$ cat config.mk
export PLATFORM = sky130hd
export DESIGN_NAME = qlue_mac
export DESIGN_NICKNAME = d
export VERILOG_FILES = /design/src/design/qlue_pkg.sv /design/src/design/qlue_mac.sv
export SDC_FILE = /design/constraint.sdc
export NUM_CORES = 2
export LEC_CHECK = 0
export ABC_AREA = 1
export BUFFER_PORTS_ARGS = -buffer_cell sky130_fd_sc_hd__buf_2
export CAP_MARGIN = 20
export CORE_MARGIN = 1
export CORE_UTILIZATION = 30
export CTS_BUF_LIST = sky130_fd_sc_hd__clkbuf_4 sky130_fd_sc_hd__clkbuf_8 sky130_fd_sc_hd__clkbuf_16
export DETAILED_ROUTE_END_ITERATION = 10
export GPL_ROUTABILITY_DRIVEN = 1
export HOLD_SLACK_MARGIN = 0.12
export PLACE_DENSITY = 0.42
export SYNTH_ARGS = -nofsm -noshare
export SYNTH_HDL_FRONTEND = slang
export SYNTH_SLANG_ARGS = --single-unit
$ cat constraint.sdc
create_clock -name i_clk -period 7.2 [get_ports i_clk]
set_input_delay 0.72 -clock i_clk [delete_from_list [all_inputs] [get_ports i_clk]]
set_output_delay 0.72 -clock i_clk [all_outputs]
set_load 0.05 [all_outputs]
$ cat src/design/qlue_pkg.sv
package qlue_pkg;

    // field widths
    localparam int Q_W        = 20;
    localparam int CFG_W      = 16;
    localparam int STATE_IN_W = 7;
    localparam int ACT_IN_W   = 2;
    localparam int REWARD_W   = 16;
    localparam int CFG_IDX_W  = 2;

    // register indexes
    localparam logic [CFG_IDX_W-1:0] CFG_LEARN_RATE = 2'd0;
    localparam logic [CFG_IDX_W-1:0] CFG_DISCOUNT   = 2'd1;
    localparam logic [CFG_IDX_W-1:0] CFG_EXPLORE    = 2'd2;

    localparam logic [CFG_W-1:0] LEARN_RATE_RST = 16'd6554;
    localparam logic [CFG_W-1:0] DISCOUNT_RST   = 16'd58982;
    localparam logic [CFG_W-1:0] EXPLORE_RST    = 16'd6554;

    // shared multiplier / accumulator
    localparam int MUL_A_W   = 33;
    localparam int MUL_B_W   = 21;
    localparam int PROD_W    = MUL_A_W + MUL_B_W;
    localparam int ACC_W     = 56;
    localparam int ACC_SHIFT = 16;
    localparam int QUOT_LSB  = 32;

    localparam logic [CFG_W:0] ALPHA_ONE = 17'd65536;

    typedef logic signed [Q_W-1:0] t_q;

    localparam t_q Q_MIN = 20'sh80000;
    localparam t_q Q_MAX = 20'sh7FFFF;

    typedef struct packed {
        logic mul_en;
        logic acc_load;
        logic acc_add;
        logic acc_shift;
    } t_mac_ctl;

endpackage

$ cat src/design/qlue_mac.sv
module qlue_mac
    import qlue_pkg::*;
(
    input  logic                       i_clk,
    input  t_mac_ctl                   i_ctl,
    input  logic signed [MUL_A_W-1:0]  i_op_a,
    input  logic signed [MUL_B_W-1:0]  i_op_b,
    output logic signed [PROD_W-1:0]   o_prod,
    output logic signed [ACC_W-1:0]    o_acc
);

    logic signed [PROD_W-1:0] r_prod;
    logic signed [ACC_W-1:0]  r_acc;
    logic signed [PROD_W-1:0] w_mult;
    logic signed [ACC_W-1:0]  w_ext;
    logic signed [ACC_W-1:0]  w_addend;

    assign w_mult   = i_op_a * i_op_b;
    assign w_ext    = ACC_W'(r_prod);
    assign w_addend = i_ctl.acc_shift ? (w_ext <<< ACC_SHIFT) : w_ext;

    always_ff @(posedge i_clk) begin
        if (i_ctl.mul_en) begin
            r_prod <= w_mult;
        end
        if (i_ctl.acc_load) begin
            r_acc <= w_addend;
        end else if (i_ctl.acc_add) begin
            r_acc <= r_acc + w_addend;
        end
    end

    assign o_prod = r_prod;
    assign o_acc  = r_acc;

endmodule

### Yosys cells after proc, flatten, opt, wreduce, memory -nomap -nowiden

Index checks and enable logic that the tools add are counted.

* add/sub/neg operators: 1
* multiply operators: 1
* mux-type cells: 3
* reductions and logical operators: 1

Operators with widths (number)
* $mux W56: 3
* $add A56 B56 Y56: 1
* $mul A33 B21 Y54: 1
* $reduce_bool A2 Y1: 1

* register bits: 110
* input port bits: 59
* word-level logic and storage cells: 8

### Depth between registers and ports, before layout

* word-level depth: 4
* mapped depth: 30

### Worst setup path before layout

No wires, ideal clock.

* path type: input -> register
* start: in i_op_b[7]
* end: reg r_prod[53], in the netlist o_prod[53] (data pin)
* library setup time: 0.252 ns
* arrival: 6.686 ns
* required time: 6.948 ns
* setup slack: 0.262 ns
* stages: 27
* cells stage by stage: clkbuf_1 > clkbuf_1 > nand2_1 > fa_1 > inv_1 > fa_1 > inv_1 > fa_1 > inv_1 > fa_1 > inv_1 > fa_1 > inv_1 > fa_1 > inv_1 > fa_1 > inv_1 > ha_1 > inv_1 > nor3_1 > nand2_1 > nor2_1 > nand2_1 > a21oi_1 > nor2_1 > nand2_1 > nand2_1

* word-level cells in the longest chain between the ends: 1

Ends and longest elaborated chain
* start: declaration: line qlue_mac.sv:7 `input logic signed [MUL_B_W-1:0] i_op_b,`
* $mul A33 B21 Y54: line qlue_mac.sv:18 `assign w_mult = i_op_a * i_op_b;`
* via w_mult[53]: line qlue_mac.sv:14 `logic signed [PROD_W-1:0] w_mult;`
* end signal: assignment: line qlue_mac.sv:24 `r_prod <= w_mult;`
* end: declaration: line qlue_mac.sv:12 `logic signed [PROD_W-1:0] r_prod;`

The timed path passes the listed nets, and every way through them passes these cells.
A chain may end at the register's enable or synchronous reset.

### Worst setup path in the final report

* start: in i_op_a[32]
* end: reg r_prod[51], in the netlist o_prod[51] (data pin)

* word-level cells in the longest chain between the ends: 1

Ends and longest elaborated chain
* start: declaration: line qlue_mac.sv:6 `input logic signed [MUL_A_W-1:0] i_op_a,`
* $mul A33 B21 Y54: line qlue_mac.sv:18
* via w_mult[51]: line qlue_mac.sv:14

The timed path passes the listed nets, and every way through them passes these cells.

==> flow_summary.yaml <==
place:
  portBuffers: 168
  dpl_worst_slack_ns: -0.136
  hpwl_um: 110000
  gp_congestion: 0.928
global_route:
  antenna_found_initial: 4
  track_usage: 0.211
  grt_pass1_wl_um: 193000
  grt_pass1_vias: 32054
  grt_max_degree: 76
  gr-total-overflow: 0
die:
  die_w_um: 346
  num_io_pins: 169
  core_area_um2: 117000
  initial_core_util: 0.304
  rows: 125
  dieArea_um2: 120000
  die_h_um: 346
yosys:
  ys_seq_elements: 110
  synthTopCellsByArea: "fa_1 (39%), inv_1 (15%), nand2_1 (15%), edfxtp_1 (9.3%), ha_1 (6.7%)"
  synthSimpleGateAreaFrac: 0.226
  synth-adder-area-share: 0.455
  postSynthCellCount: 4826
  ys_seq_area_frac: 0.0930
  synth_top_family_by_area: "adder cells"
  yosysTopAreaCell: "fa_1"
  synth_cell_type_count: 44
  syn_area_um2: 35500
  avgSynthCellArea_um2: 7.36
  synth_top_area_frac: 0.388
  synth_xor_area_frac: 0.0170
  muxShareOfSynthArea: 0
  synth_compound_area_frac: 0.0431
  synth_nets: 5763
  yosys_warnings: 0
critical_path:
  crit_type: "input pin to register"
  critPathLaunchType: "input pin"
  max_stage_delay_ns: 0.59
  slowest_stage: "fa_1"
  worstPathRequired_ns: 7.35
  crit_fanout: 13
  cp.arrival_ns: 6.94
  cp-end-kind: "register"
  path_common_cell: "fa_1"
drt:
  drt_iter0_markers: 1234
  ant_nets: 0
  via_per_inst: 4.48
  routedWlPerCell_um: 18.7
  drc: 0
  vias: 29480
  wirelength_um: 123000
  first_pass_iters: 5
layout:
  diodes: 0
  syn2layout_area_growth_pct: 12.3
  final_layout_size_suffix_gt1_frac: 0.111
  layout.nets: 5993
min_path:
  min_path_type: "register to register"
sta:
  max_freq_mhz: 147
  relSlewSlack: 0.304
  hold_violations: 0
  finalCriticalPeriod_ns: 6.79
  setup_viol: 0
  finalMaxSlewViolations: 0
  rsz0062_at_grt: "no"
  finalWorstSetupSlack_ns: 0.412
  clock_skew_ns: 0.0163
  post-route-period-util: 0.943
  max_slew.worst_pin.slew_ns: 1.04
cts:
  cts_made_buffers: 9
  numClockSinks: 110
  postCtsHoldBufs: 0
  htree_levels: 3
  cts.clk_slew.worst_paths_ns: 0.09
  cts_tree: "done"
  cts_setup_buffers: 0
  cts_root_buf: "clkbuf_16"
  clock_latency_ns: 0.40
  clockBufferDepth: 2
job:
  drv_cap: 0
outcome:
  status: "finished, final reports clean"
==> through the flow <==
step           instance area [um^2]  hold slack (ns)  setup TNS, ns   util  std cells
6_report                      39900            0.715              0  0.341       6585
5_1_grt                       39900            0.761              0  0.341       6585
3_3_place_gp                  39600            0.679         -0.476  0.339       6569
2_1_floorplan                 35500            0.832              0      -       4826
3_5_place_dp                  39600            0.709         -0.375  0.339       6569
4_1_cts                       39900            0.724              0  0.341       6585
==> cell usage in the layout, fill, tap and decap left out, types with 10 or more instances in the layout <==
master,synthesis,final
a21o_1,11,11
a21oi_1,110,110
buf_12,0,21
buf_2,1,167
buf_4,1,201
edfxtp_1,110,110
fa_1,688,688
ha_1,190,190
inv_1,1391,1390
inv_2,12,13
nand2_1,1384,1384
nand2_2,47,47
nand3_1,115,115
nand3_2,12,12
nand4_1,43,43
nor2_1,211,211
nor2_2,42,42
nor3_1,14,14
nor3_2,10,10
o21ai_0,101,101
o21bai_1,27,27
xnor2_1,27,27
xor2_1,42,42
==> timing repair <==
item	CTS	global route
resized for setup	0	1
hold endpoints to repair	0	0
endpoints found under the setup margin	0	1
==> final cells by class <==
| cell class | count | area (um^2) |
|---|---|---|
| well taps | 1524 | 1910 |
| multi-input cells | 3140 | 26300 |
| fillers | 12771 | 76900 |
| repair buffers | 390 | 2770 |
| inverters | 1405 | 5280 |
| clock buffers | 9 | 225 |
| flip-flops and latches | 110 | 3300 |
| clock inverters | 7 | 105 |
==> worst max-delay path: cells and delay by family <==
family,cells,cell delay [ns]
AO/OA/AOI/OAI,1,0.22
adder cells (fa/ha/maj),8,3.82
buffers and inverters,9,1.22
AND/OR/NAND/NOR,7,0.93
==> synthesized netlist by cell type <==
cell type and instances:
nor4_1 4, o21ai_1 9, a21o_1 11, clkbuf_1 164, inv_4 1, nor2_2 42
buf_4 1, nand2_2 47, o31ai_2 1, a21oi_2 5, or2_1 3, inv_2 12
nor3_1 14, or2_2 8, nand4_1 43, nand3b_1 2, fa_1 688, and3_1 3
nor2_1 211, o21bai_4 1, nor2_4 9, xnor2_1 27, nand3_1 115, and2_1 5
a21oi_1 110, edfxtp_1 110, nand3_2 12, clkinv_1 1, o21ai_4 1, buf_1 5
a31oi_1 6, nand2_1 1384, a21boi_0 1, nor3_2 10, buf_2 1, inv_1 1391
nand2_4 5, o31ai_1 1, xor2_1 42, ha_1 190, or2_0 1, o21bai_1 27
o21ai_0 101, nor4_4 1
==> state kept, by name, summed over array words and instances (netlist names) <==
signal,flops
o_prod,54
o_acc,56
==> cell families after synthesis <==
group / Yosys count
simple gates: 1919
buf+inv: 1576
fa+ha+maj: 878
compound gates: 274
flops: 110
xor+xnor: 69
==> worst paths after layout <==
path / startpoint / end / slack, ns / cells after the start
hold / removal: o_acc[0] / o_acc[0] / 0.72 / 3
setup reg to reg: o_prod[0] / o_acc[28] / 3.77 / 17
setup / recovery: i_op_a[32] / o_prod[51] / 0.41 / 25
hold reg to reg: o_acc[0] / o_acc[0] / 0.72 / 3
==> per-layer routing <==
| layer | vias up | part of all wire | GRT usage |
|---|---|---|---|
| met5 | - | 0.00027 | 0 |
| met4 | 4 | 0.019 | 0.0412 |
| met3 | 76 | 0.025 | 0.0127 |
| met2 | 433 | 0.50 | 0.386 |
| met1 | 14698 | 0.45 | 0.274 |
| li1 | 14269 | - | - |
Power is not shown: default switching activity piles up to over one toggle a cycle in this logic, so the estimate is an artifact.
